**config.mk**
```make
export PLATFORM = sky130hd
export DESIGN_NAME = fcr_delay
export DESIGN_NICKNAME = d
export VERILOG_FILES = /design/src/sv/fcr_delay.sv
export SDC_FILE = /design/constraint.sdc
export NUM_CORES = 1
export LEC_CHECK = 0
export BUFFER_PORTS_ARGS = -buffer_cell sky130_fd_sc_hd__buf_4
export CAP_MARGIN = 5
export CORE_ASPECT_RATIO = 1.25
export CORE_MARGIN = 8
export CORE_UTILIZATION = 35
export DETAILED_ROUTE_END_ITERATION = 16
export GPL_TIMING_DRIVEN = 0
export PLACE_DENSITY_LB_ADDON = 0.12
export SYNTH_ARGS = -nofsm -noshare
export SYNTH_HDL_FRONTEND = slang
export SYNTH_SLANG_ARGS = --single-unit
```
**constraint.sdc**
```tcl
create_clock -name clock -period 0.8 [get_ports clock]
set_input_delay 0.16 -clock clock [delete_from_list [all_inputs] [get_ports clock]]
set_output_delay 0.16 -clock clock [all_outputs]
set_load 0.05 [all_outputs]
```
**src/sv/fcr_delay.sv**
```systemverilog
`default_nettype none
module fcr_delay #(
   parameter int WIDTH = 32,
   parameter int DEPTH = 1
) (
   input  logic             clock,
   input  logic [WIDTH-1:0] d,
   output logic [WIDTH-1:0] q
);
   logic [WIDTH-1:0] dl_ff [DEPTH];

   always_ff @(posedge clock) begin
      dl_ff[0] <= d;
      for (int i = 1; i < DEPTH; i++) begin
         dl_ff[i] <= dl_ff[i-1];
      end
   end

   assign q = dl_ff[DEPTH-1];
endmodule
`default_nettype wire

```
==> results of run 1 <==
[metrics by stage]
stage	worst slack [ns]	instance area, um2	hold slack, ns	std cells	util [%]
2_1_floorplan	0.05267	640.6	0.1877	32	-
3_3_place_gp	0.1584	1145	0.2643	115	65.64
3_5_place_dp	0.1345	1145	0.2655	115	65.64
[cell usage after synthesis]
master    n
dfxtp_1  32
[cells by family after synthesis]
family	Yosys count	synth area share, %
flops	32	100.0
==> reports/metrics.csv, run 1 <==
metric,value,unit
Cell variety after synth,1,
Die Span Y,63.83,um
initial core utilization,36.73,%
yosys synthesis warning count,0,
syn_nets,65,
Post-CTS Setup Bufs,0,
synth top area cells,dfxtp_1 (100%),
Num CTS Buffers,5,
CTS Hold Bufs,32,
Yosys top cell area share,100.0,%
syn_area_per_cell,20.02,um2
# IOs,65,
synthesized cell area,640.6,um2
CTS resizes,95,
root buffer cell,clkbuf_4,
Yosys reg bits,32,
Post-Synthesis Cells,32,
CTS Buffer Depth,2,
Die W,54.27,um
Yosys top cell by area,dfxtp_1,
IO Port Bufs,64,
status,stopped before the end,
run-stopping error,"[ERROR DPL-0038] Utilization greater than 100%, impossible to legalize",
Exit stage,4_1_cts,
standard-cell rows,17,
Final Wtd Congestion,0.6469,
sequential-to-total area share from yosys stat,100.0,%
clock sinks,32,
H-tree depth,2,
==> run 2: changes to the inputs <==
CORE_AREA = 8 8 69 71   (was not set)
CORE_ASPECT_RATIO = not set   (was 1.25)
CORE_MARGIN = not set   (was 8)
CORE_UTILIZATION = not set   (was 35)
DIE_AREA = 0 0 77 79   (was not set)
PLACE_DENSITY_LB_ADDON = 0.15   (was 0.12)
==> reports/metrics.csv, run 2 <==
metric,value,unit,change
status,"finished, violations left",,
failing checks,negative setup slack,,
sequential-to-total area share from yosys stat,100.0,%,unchanged
first-pass GRT wire length,3.691,mm,
CP Capture Type,output pin,,
worst setup margin,-0.1104,ns,
maximum VDD drop,0.9342,mV,
Routed Antenna Nets,0,,
syn_area_per_cell,20.02,um2,unchanged
Final Setup Violations,32,,
max reg flops,32,,
crit-path max cell delay,0.33,ns,
most frequent cells in the layout,"dfxtp_2 (32), dlygate4sd3_1 (32), buf_4 (32), buf_8 (32), clkbuf_8 (5)",,
Max Clk Rate,1098,MHz,
root buffer cell,clkbuf_8,,
P per Cell Area,1974,nW/um2,
Layout Area Growth over Synthesis,190.6,%,
initial antenna violation count,0,,
clock sinks,32,,unchanged
# diodes,0,,
Multi-input gate area,0,um2,
DR pass1 iterations,2,,
H-tree depth,2,,unchanged
CP required,0.64,ns,
DRT iter0 DRCs,28,,
# IOs,65,,unchanged
Num CTS Buffers,5,,unchanged
largest net degree at the start of global routing,10,,
Yosys top cell area share,100.0,%,unchanged
synthesized cell area,640.6,um2,unchanged
CP bufs+invs,1,,
crit-path max FO,1,,
initial core utilization,16.86,%,-20 points
multi-input gate count,0,,
Stages on worst setup path,1,,
final-stage net count,168,,
critical path startpoint,dl_ff[0][6],,
Die Span Y,79,um,+24%
grt total ovfl,0,,
"count leader, synth",dfxtp_1,,
Synth async-reset ratio,0,%,unchanged
clk slew on worst S/H paths,0.06,ns,
IO Port Bufs,64,,unchanged
Final Core Density,49.01,%,
fin crit period,0.9104,ns,
top flop regs,dl_ff: 32 flops,,
syn_nets,65,,unchanged
Crit Path Category,register to output pin,,
period utilisation layout,113.8,%,
Post-Place Setup Slack,0.1458,ns,+0.01121 ns
Final Wtd Congestion,0.6070,,-6.2%
wire per inst,12.54,um,
CTS Buffer Depth,2,,unchanged
Post-CTS Setup Bufs,0,,unchanged
Post-synth EDFFs,0,,unchanged
Die Area,6083,um2,
Slew HR,94.82,%,
routed vias,624,,
yosys synthesis warning count,0,,unchanged
slowest CP cell,dfxtp_2,,
synth top area cells,dfxtp_1 (100%),,
"Slew Viols, Final",0,,
worst hold slack,0.5244,ns,
max_cap viols,0,,
fraction of layout cells with a size suffix above 1,75.56,%,
Non-Filler Instances,185,,
actual slew at the worst max-slew pin,0.07744,ns,
CTS tree,done,,
Worst path top cell family by delay,flip-flops,,
Die W,77,um,+42%
Yosys reg bits,32,,unchanged
Filler cells,349,,
Post-Synthesis Cells,32,,unchanged
final hold vios,0,,
drt drc,0,,
CP endpoint,q[6],,
Hold Crit Class,primary input to register,,
Cell variety after synth,1,,unchanged
post-DR vias/cell,3.373,,
Static Leak,0.8361,nW,
Top reg by flops,dl_ff,,
Cells after DPL,146,,+27%
total wire length,2.319,mm,
gr usage total,8.036,%,
Core ar.,3799,um2,
vias in the first global route,741,,
Post-synth top flop,dfxtp_1,,
Commonest cells post-synth,dfxtp_1 (32),,
CP Data Arrival Time,0.75,ns,
RSZ-0062 raised after global routing,yes,,
Placed Area,1184,um2,+3.4%
CP cell instances,buf_8,,
standard-cell rows,23,,+6
final instance area,1862,um2,
CP startpoint kind,register,,
Yosys top cell by area,dfxtp_1,,
run 2: cell counts after synthesis:
No cell type changed its count.
run 2: layout make-up:
class,count,area [um2],area share (%)
Tap cell,50,62.56,3.360
Timing Repair Buffer,96,1041,55.91
Clock buffer,6,72.57,3.898
Clock inverter,1,5.005,0.2688
Sequential cell,32,680.7,36.56
run 2: what timing repair did:
action,4_1_cts,5_1_grt
hold buffers,32,0
resized for setup,93,3
endpoints found under the hold margin,32,0
setup endpoints to repair,32,32
run 2: how the worst min path moves through the flow:
stage	endpoint	slack [ns]	cells after the start	start
4_1_cts	dl_ff[0][20]	0.51	2	d[20]
2_1_floorplan	dl_ff[0][0]	0.19	0	d[0]
6_report	dl_ff[0][21]	0.52	2	d[21]
3_3_place_gp	dl_ff[0][1]	0.27	1	d[1]
5_1_grt	dl_ff[0][1]	0.51	2	d[1]
3_5_place_dp	dl_ff[0][8]	0.27	1	d[8]
run 2: metal layers:
metal / vias up / global-route usage [%] / wire length, um
met5: - / 0 / 0
met4: 0 / 3.962 / 29
met3: 4 / 5.530 / 229
met2: 32 / 15.21 / 1365
met1: 288 / 5.961 / 693
li1: 300 / - / -
run 2: power breakdown:
part | switching [mW] | internal, mW | leakage, nW | total, mW
Combinational | 0.384 | 0.422 | 0.525 | 0.806
Clock | 0.528 | 0.590 | 0.0410 | 1.12
Sequential | 0.0530 | 1.70 | 0.270 | 1.75
run 2: kinds of logic after synthesis:
family,Yosys count,synth area share [%]
flops,32,100.0
run 2: stage by stage:
stage               setup TNS (ns)  power (mW)
floorplan                        0       2.042
global placement                 0       2.297
detailed placement               0       2.302
CTS                         -3.723       3.725
global route                -4.535       3.881
finish                      -3.269       3.675
(Power assumes the default switching activity.)
==> run 3: changes to the inputs <==
PLACE_DENSITY = 0.42   (was not set)
PLACE_DENSITY_LB_ADDON = not set   (was 0.15)
==> reports/metrics.csv, run 3 (synthesis results as in run 2) <==
metric,value,unit,change
slowest CP cell,dfxtp_2,,
Die W,77,um,unchanged
CP Capture Type,output pin,,
Worst path top cell family by delay,flip-flops,,
Sw Share,25.42,%,-0.84 points
clk slew on worst S/H paths,0.06,ns,about the same
Final Setup Violations,32,,unchanged
crit-path max FO,1,,unchanged
Static Leak,0.8406,nW,+0.53%
Final Wtd Congestion,0.6240,,+2.8%
CP bufs+invs,1,,unchanged
Layout Area Growth over Synthesis,192.6,%,
most frequent cells in the layout,"dfxtp_2 (32), dlygate4sd3_1 (32), buf_4 (32), buf_8 (32), clkbuf_8 (6)",,
P per Cell Area,2018,nW/um2,+2.2%
DRT iter0 DRCs,8,,-71%
maximum VDD drop,1.136,mV,+22%
Die Area,6083,um2,unchanged
final-stage net count,168,,unchanged
drt drc,0,,unchanged
switching pwr,961.5,uW,-0.37%
top flop regs,dl_ff: 32 flops,,
first-pass GRT wire length,3.650,mm,-1.1%
# diodes,0,,unchanged
status,"finished, violations left",,
CP startpoint kind,register,,
standard-cell rows,23,,unchanged
Hold Crit Class,primary input to register,,
Routed Antenna Nets,0,,unchanged
Core ar.,3799,um2,unchanged
worst hold slack,0.5211,ns,-0.003304 ns
worst setup margin,-0.1171,ns,-0.006741 ns
post-DR vias/cell,3.339,,-1.0%
root buffer cell,clkbuf_8,,
largest net degree at the start of global routing,10,,unchanged
vias in the first global route,785,,+5.9%
Num CTS Buffers,5,,unchanged
max_cap viols,0,,unchanged
wire per inst,12.33,um,-1.6%
fin crit period,0.9171,ns,+0.006741 ns
Max Clk Rate,1090,MHz,-0.74%
Crit Path Category,register to output pin,,
max reg flops,32,,unchanged
IO Port Bufs,64,,unchanged
# IOs,65,,unchanged
Multi-input gate area,0,um2,unchanged
clock sinks,32,,unchanged
period utilisation layout,114.6,%,+0.84 points
Comb power frac,21.3,%,-0.6 points
initial antenna violation count,0,,unchanged
Slew HR,94.66,%,-0.17 points
gr usage total,7.953,%,-0.083 points
CTS Buffer Depth,2,,unchanged
RSZ-0062 raised after global routing,yes,,
Cell Int Power,2.821,mW,+4.1%
Final Core Density,49.34,%,+0.33 points
fraction of layout cells with a size suffix above 1,75.00,%,-0.56 points
hold_sp,d[20],,
failing checks,negative setup slack,,
Die Span Y,79,um,unchanged
routed vias,621,,-0.48%
initial core utilization,16.86,%,unchanged
Top reg by flops,dl_ff,,
total wire length,2.294,mm,-1.1%
overall power,3.782,mW,+2.9%
H-tree depth,2,,unchanged
actual slew at the worst max-slew pin,0.07991,ns,+0.002472 ns
grt total ovfl,0,,unchanged
DR pass1 iterations,2,,unchanged
crit-path max cell delay,0.34,ns,about the same
Seq pwr share,46.4,%,-1.3 points
final hold vios,0,,unchanged
CP required,0.64,ns,about the same
critical path startpoint,dl_ff[0][2],,
Clock power frac,32.4,%,+2.0 points
CP Data Arrival Time,0.76,ns,about the same
CTS tree,done,,
multi-input gate count,0,,unchanged
"Slew Viols, Final",0,,unchanged
CP cell instances,buf_8,,
-- run 3: final timing paths --
| path | endpoint | cells after the start |
|---|---|---|
| min | dl_ff[0][20] | 2 |
| max | q[2] | 1 |
-- run 3: per-stage QoR --
stage | TNS [ns] | worst slack, ns | instance area, um2 | std cells
global route | -4.414 | -0.1554 | 1874 | 186
CTS | -3.773 | -0.1303 | 1871 | 186
finish | -3.338 | -0.1171 | 1874 | 186
detailed placement | 0 | 0.1349 | 1184 | 146
floorplan | 0 | 0.05267 | 640.6 | 32
global placement | 0 | 0.1533 | 1184 | 146
-- run 3: area by class of cell --
class / instances / area (um2)
Clock buffer: 8 / 90.09
Fill cell: 353 / 1924
Sequential cell: 32 / 680.7
Tap cell: 50 / 62.56
Timing Repair Buffer: 96 / 1041
-- run 3: routing by layer --
layer	track usage [%]	wire length, um
met5	0	0
met3	6.321	299
met2	14.53	1221
met4	3.396	41
met1	6.004	732
-- run 3: power by group through the flow --
stage	Sequential, mW	Clock [mW]	Combinational [mW]
final	1.75	1.22	0.805
after global routing	1.76	1.36	0.834
after CTS	1.75	1.29	0.805
after detailed placement	1.74	0	0.563
after global placement	1.74	0	0.559
after floorplan	2.04	0	0
-- run 3: timing repair --
| item | CTS | global route |
|---|---|---|
| buffers inserted | 0 | 0 |
| resized for setup | 95 | 1 |
| endpoints found under the setup margin | 32 | 32 |
| hold buffers | 32 | 0 |
| hold endpoints to repair | 32 | 0 |
