## src/sv/fcr_pkg.sv

```systemverilog
`default_nettype none
package fcr_pkg;

   localparam int WORD_BITS = 32;
   localparam int FRAC_BITS = 24;
   localparam int CSR_INDEX_BITS = 3;

   typedef logic signed [WORD_BITS-1:0] word_type;

   localparam word_type Q_MAX = {1'b0, {(WORD_BITS-1){1'b1}}};
   localparam word_type Q_MIN = {1'b1, {(WORD_BITS-1){1'b0}}};

   // register indexes of the configuration port
   localparam logic [CSR_INDEX_BITS-1:0] CSR_RATE_RATIO   = 3'd0;
   localparam logic [CSR_INDEX_BITS-1:0] CSR_CONV_GAIN    = 3'd1;
   localparam logic [CSR_INDEX_BITS-1:0] CSR_HALF_SAT_PRY = 3'd2;
   localparam logic [CSR_INDEX_BITS-1:0] CSR_HALF_SAT_PRD = 3'd3;
   localparam logic [CSR_INDEX_BITS-1:0] CSR_TOP_MORT     = 3'd4;
   localparam logic [CSR_INDEX_BITS-1:0] CSR_TOP_ON_PREY  = 3'd5;
   localparam logic [CSR_INDEX_BITS-1:0] CSR_PRED_TSCALE  = 3'd6;
   localparam logic [CSR_INDEX_BITS-1:0] CSR_TRIM_TOL     = 3'd7;

   typedef enum logic [1:0] {
      ST_OK   = 2'd0,
      ST_NEG  = 2'd1,
      ST_DIVZ = 2'd2
   } status_type;

   typedef struct packed {
      word_type prey_density;
      word_type pred_density;
      word_type top_density;
   } req_item_type;

   typedef struct packed {
      word_type   prey_rate;
      word_type   pred_rate;
      word_type   top_rate;
      status_type status;
   } rsp_item_type;

   function automatic word_type sat_add(word_type a, word_type b);
      logic signed [WORD_BITS:0] s;
      s = {a[WORD_BITS-1], a} + {b[WORD_BITS-1], b};
      if (s[WORD_BITS] != s[WORD_BITS-1]) begin
         return s[WORD_BITS] ? Q_MIN : Q_MAX;
      end
      return s[WORD_BITS-1:0];
   endfunction

   function automatic word_type sat_sub(word_type a, word_type b);
      logic signed [WORD_BITS:0] s;
      s = {a[WORD_BITS-1], a} - {b[WORD_BITS-1], b};
      if (s[WORD_BITS] != s[WORD_BITS-1]) begin
         return s[WORD_BITS] ? Q_MIN : Q_MAX;
      end
      return s[WORD_BITS-1:0];
   endfunction

endpackage
`default_nettype wire

```

## src/sv/fcr_mul.sv

```systemverilog
`default_nettype none
module fcr_mul #(
   parameter int FRAC_BITS = fcr_pkg::FRAC_BITS
) (
   input  logic              clock,
   input  fcr_pkg::word_type a,
   input  fcr_pkg::word_type b,
   output fcr_pkg::word_type p
);
   import fcr_pkg::*;

   localparam int PW = 2 * WORD_BITS + 1;

   logic [WORD_BITS-1:0]   ma_ff, mb_ff;
   logic                   neg1_ff, neg2_ff;
   logic [2*WORD_BITS-1:0] prod_ff;
   logic [PW-1:0]          rnd;
   logic                   over;
   word_type               p_ff;

   // round to nearest, ties away from zero, on the magnitude
   always_comb begin
      rnd  = ({1'b0, prod_ff} + (PW'(1) << (FRAC_BITS - 1))) >> FRAC_BITS;
      over = neg2_ff ? (|rnd[PW-1:WORD_BITS] || (rnd[WORD_BITS-1] && |rnd[WORD_BITS-2:0]))
                     : |rnd[PW-1:WORD_BITS-1];
   end

   always_ff @(posedge clock) begin
      ma_ff   <= a[WORD_BITS-1] ? WORD_BITS'(-a) : WORD_BITS'(a);
      mb_ff   <= b[WORD_BITS-1] ? WORD_BITS'(-b) : WORD_BITS'(b);
      neg1_ff <= a[WORD_BITS-1] ^ b[WORD_BITS-1];
      prod_ff <= {{WORD_BITS{1'b0}}, ma_ff} * {{WORD_BITS{1'b0}}, mb_ff};
      neg2_ff <= neg1_ff;
      if (over) begin
         p_ff <= neg2_ff ? Q_MIN : Q_MAX;
      end else begin
         p_ff <= neg2_ff ? -word_type'(rnd[WORD_BITS-1:0]) : word_type'(rnd[WORD_BITS-1:0]);
      end
   end

   assign p = p_ff;
endmodule
`default_nettype wire

```

## config.mk

```make
export PLATFORM = sky130hd
export DESIGN_NAME = fcr_mul
export DESIGN_NICKNAME = d
export VERILOG_FILES = /design/src/sv/fcr_pkg.sv /design/src/sv/fcr_mul.sv
export SDC_FILE = /design/constraint.sdc
export NUM_CORES = 2
export LEC_CHECK = 0
export BUFFER_PORTS_ARGS = -buffer_cell sky130_fd_sc_hd__clkbuf_2
export CAP_MARGIN = 20
export CORE_UTILIZATION = 35
export CTS_BUF_LIST = sky130_fd_sc_hd__clkbuf_4
export CTS_CLUSTER_DIAMETER = 30
export DETAILED_ROUTE_END_ITERATION = 7
export SLEW_MARGIN = 20
export SYNTH_ARGS = -nofsm -noshare
export SYNTH_HDL_FRONTEND = slang
export SYNTH_SLANG_ARGS = --single-unit
export TNS_END_PERCENT = 20
```

## constraint.sdc

```tcl
create_clock -name clock -period 20.6 [get_ports clock]
set_input_delay 4.12 -clock clock [delete_from_list [all_inputs] [get_ports clock]]
set_output_delay 4.12 -clock clock [all_outputs]
set_load 0.005 [all_outputs]
```

=== Yosys cells after proc, flatten, opt, wreduce, memory -nomap -nowiden ===
Index checks and enable logic that the tools add are counted.

* $add $sub $neg: 4
* $mul: 1
* Div/mod/pow operators: 0
* $lt $le $gt $ge: 0
* Equal/unequal tests: 0
* Shift-type cells: 0
* Multiplexer cells: 6
* Bitwise gates (word level): 1
* Reductions and logical operators: 5

{| class="wikitable"
|+ Operators with widths
! operator !! count
|-
| $mux W32 || 3
|-
| $neg A32 Y32 || 3
|-
| $add A64 B24 Y65 const B || 1
|-
| $mul A32 B32 Y64 || 1
|-
| $mux W31 || 2
|-
| $reduce_or A31 Y1 || 1
|-
| $reduce_or A10 Y1 || 1
|-
| $reduce_or A9 Y1 || 1
|-
| $logic_and A1 B1 Y1 || 1
|-
| $logic_or A1 B1 Y1 || 1
|-
| $mux W1 || 1
|-
| $xor A1 B1 Y1 || 1
|}

* Bits in registers: 162
* Bits in latches: 0
* Memory bits (writable): 0
* ROM bits: 0
* Input port bits: 65
* Output and inout port bits: 32
* Logic and storage cells: 25
* Memories kept: 0

=== Logic depth before layout (Yosys ltp) ===
* Depth in word-level cells: 6
* Mapped depth: 28
* Mapped depth without buffers: 27

=== Least setup slack after synthesis ===
OpenSTA, ideal clock, no wires.

* Path type: register -> register
* Start: register mb_ff[2]
* End: register prod_ff[59]
* Setup time: 126 ps
* Arrival time: 7011 ps
* Data required time: 20474 ps
* Slack: 13463 ps
* Stages on the path, launching flop included: 27
* Buffers on the path: 1
* Period minus slack after synthesis: 7137 ps
* Cell sequence: dfxtp_1 -> clkbuf_1 -> and2_1 -> fa_1 -> inv_1 -> fa_1 -> fa_1 -> fa_1 -> inv_1 -> fa_1 -> inv_1 -> fa_1 -> inv_1 -> fa_1 -> inv_1 -> fa_1 -> inv_1 -> ha_1 -> a21o_1 -> a21o_1 -> a211oi_1 -> o211ai_1 -> o21ai_0 -> o31ai_1 -> a21oi_1 -> o211ai_1 -> xor2_1

* Cells in the longest elaborated chain, start to end: 1

{| class="wikitable"
|+ RTL lines
! what !! RTL line !! text
|-
| start, declared || fcr_mul.sv:14 || <nowiki>logic [WORD_BITS-1:0] ma_ff, mb_ff;</nowiki>
|-
| start signal, assigned || fcr_mul.sv:30 || <nowiki>mb_ff <= b[WORD_BITS-1] ? WORD_BITS'(-b) : WORD_BITS'(b);</nowiki>
|-
| $mul A32 B32 Y64 || fcr_mul.sv:32 || <nowiki>prod_ff <= {{WORD_BITS{1'b0}}, ma_ff} * {{WORD_BITS{1'b0}}, mb_ff};</nowiki>
|-
| end signal, assigned || fcr_mul.sv:32 ||
|-
| end, declared || fcr_mul.sv:16 || <nowiki>logic [2*WORD_BITS-1:0] prod_ff;</nowiki>
|}

No other way between the ends.
A chain may end at the register's enable or synchronous reset.

=== Final worst setup path ===
* Start: register mb_ff[3]
* End: register prod_ff[61]

The elaborated chain is that of the path after synthesis.

==> impl_metrics.yaml <==
run_status:
  status: "finished clean"
clocking:
  clk_pin_slew_ns: 0.15
  clock_latency_ns: 0.76
  post_cts.repair.setup_buffers: 0
  cts-buffers-inserted: 17
  cts.sinks: 139
  cts_resized: 0
  clockBufferDepth: 2
  cts_tree: "done"
  htree_levels: 4
  cts-hold-fix-buffers: 0
  cts_root_buffer: "clkbuf_4"
synthesis:
  syn-num-nets: 5542
  synth_cell_types: 67
  yosys-top-cells-area: "fa_1, and2_1, inv_1"
  synth_edf_count: 0
  ys_seq_area_share_pct: 7.102
  ys.flop_type: "dfxtp_1"
  synth_area_per_cell_sq_um: 9.074
  async_reset_ff_share_pct: 0
  synth-seq-cells: 139
  synth_top_area_share_pct: 45.73
  yosys.area.top_type: "fa_1"
  yosysWarnings: 0
  synth_cells: 4318
  netlist_area_sq_um: 39180
global_routing:
  use_met3_pct: 3.485
  use_met2_pct: 32.65
  grt_use_met1_pct: 27.30
  busiest_layer: "met2"
  grt_pass1_wl_mm: 174.6
  grt_max_degree: 36
  grt_pass1_vias: 30510
  globalRouteOverflowTotal: 0
  antenna_found_initial: 2
  gr-usage-all-layers_pct: 20.08
detailed_routing:
  wl_mm: 109.5
  drc_errors: 0
  avgViaCountPerCell: 4.970
  detail-route-antenna-nets: 0
  via_count: 28600
  wl_per_cell_microns: 19.04
  first_iter_violations: 1705
  drt-pass1-iter-count: 7
cells_and_area:
  drive_gt1_share_pct: 5.277
  layout_common_cells: "inv_1, fa_1, and2_1"
  final_common_cell: "inv_1"
  area_growth_syn_to_layout_pct: 5.470
  finalNetCount: 5475
die:
  dieWidth_microns: 336.6
  io_pins: 97
  dieArea_sq_um: 113300
  initial_core_util_pct: 35.36
  die_h_microns: 336.6
  row_count: 122
  coreArea_sq_um: 110800
critical_path:
  crit_type: "flip-flop to flip-flop"
  cp-end-kind: "flip-flop"
  cp.required_ns: 21.21
  startpoint_type: "flip-flop"
  cp.arrival_ns: 9.38
  critPathMaxFanout: 32
sta:
  hold_viol: 0
  fin_crit_ns: 8.776
  setup_violations: 0
  skew_ns: 0.05660
  grt_setup_unrepaired: "false"
  tns_ns: 0
  worstMarginPinSlew_ns: 1.060
  fmax_ghz: 0.1139
  slew_viol_final: 0
  slew_headroom_pct: 29.23
  period_share_pct: 42.60
flow_run:
  cap_violations: 0
min_path:
  min_path_type: "flip-flop to flip-flop"
place:
  hpwl_mm: 84.15
  portBuffers: 96
  place_congestion: 0.8975
==> cells in the mapped netlist (5+ instances only) <==
master / instances
nor2b_1: 7
nor2_1: 69
o41ai_1: 10
fa_1: 895
a41oi_1: 5
xnor2_1: 114
mux2i_1: 5
nor4_1: 19
o21ai_0: 66
buf_2: 9
or3_1: 22
o31a_1: 5
nand3_1: 38
nand4_1: 28
dfxtp_1: 139
a211o_1: 6
nor3_1: 32
and2_1: 619
a21oi_1: 77
inv_1: 905
ha_1: 264
o21bai_1: 9
o211ai_1: 13
a31oi_1: 6
or4_1: 13
a221oi_1: 19
a311oi_1: 8
clkbuf_1: 225
and4_1: 6
o2111ai_1: 5
nand2b_1: 10
and3_1: 13
xor2_1: 51
nand2_1: 501
or2_2: 8
o31ai_1: 19
a21o_1: 20
a211oi_1: 9
==> cells by family (layout without fill, tap and decap cells) <==
logic type               Yosys count  after routing  synth area share, %
AO/OA/AOI/OAI                    301            301                5.106
AND/OR/NAND/NOR                 1403           1403                18.77
XOR/XNOR                         165            165                3.688
flip-flops                       139            139                7.102
adder cells (fa/ha/maj)         1159           1159                54.16
buffers and inverters           1146           1092                11.05
other                              0              2                    0
multiplexers                       5              5               0.1277
==> sequential cells by signal, summed over array words and instances, names as in the netlist <==
name and cells:
neg2_ff 1, p 32, prod_ff 41, ma_ff 32, mb_ff 32, neg1_ff 1
==> layer usage <==
| metal | wire length, microns | share of wire (%) | vias up |
|---|---|---|---|
| met5 | 0 | 0 | - |
| met1 | 48320 | 44 | 14740 |
| met2 | 51130 | 47 | 943 |
| li1 | - | - | 12770 |
| met3 | 7161 | 6.5 | 148 |
| met4 | 2916 | 2.7 | 0 |
==> metrics by stage <==
step	cells	hold WS [ns]	setup WS, ns	util (%)	cell area, sq um
2_1_floorplan	4318	0.3096	13.46	-	39180
3_3_place_gp	5720	0.3168	11.85	37.05	41060
3_5_place_dp	5720	0.3154	11.96	37.05	41060
4_1_cts	5752	0.3439	11.92	37.29	41320
5_1_grt	5753	0.3456	11.39	37.29	41320
6_report	5754	0.3408	11.82	37.29	41330
==> worst max-delay path, stage by stage (launching register included) <==
cell	delay [ns]
dfxtp_1	1.02
and2_1	0.27
fa_1	0.43
inv_1	0.08
fa_1	0.43
fa_1	0.48
fa_1	0.54
inv_1	0.06
fa_1	0.50
fa_1	0.51
fa_1	0.49
inv_1	0.05
fa_1	0.47
inv_1	0.04
ha_1	0.30
a21oi_1	0.21
o21ai_0	0.18
a2111oi_0	0.31
nor3_1	0.14
nor4_1	0.70
o31ai_1	0.34
a211oi_1	0.70
o21ai_0	0.20
xor2_1	0.17
==> cell type report <==
class | count | area (sq um)
Multi-Input combinational cell | 3033 | 32080
Fill cell | 11340 | 69500
Tap cell | 1488 | 1862
Sequential cell | 139 | 2804
Inverter | 906 | 3401
Antenna cell | 2 | 5.005
Clock inverter | 15 | 128.9
Clock buffer | 17 | 127.6
Timing Repair Buffer | 154 | 915.9
==> path summary, 6_finish.rpt <==
| path | from | endpoint | slack [ns] | cells after the start |
|---|---|---|---|---|
| max reg2reg | mb_ff[3] | prod_ff[61] | 11.82 | 23 |
| max | mb_ff[3] | prod_ff[61] | 11.82 | 23 |
| min reg2reg | neg1_ff | neg2_ff | 0.34 | 0 |
| min | neg1_ff | neg2_ff | 0.34 | 0 |
Power is not shown: default switching activity piles up to over one toggle a cycle in this logic, so the estimate is an artifact.
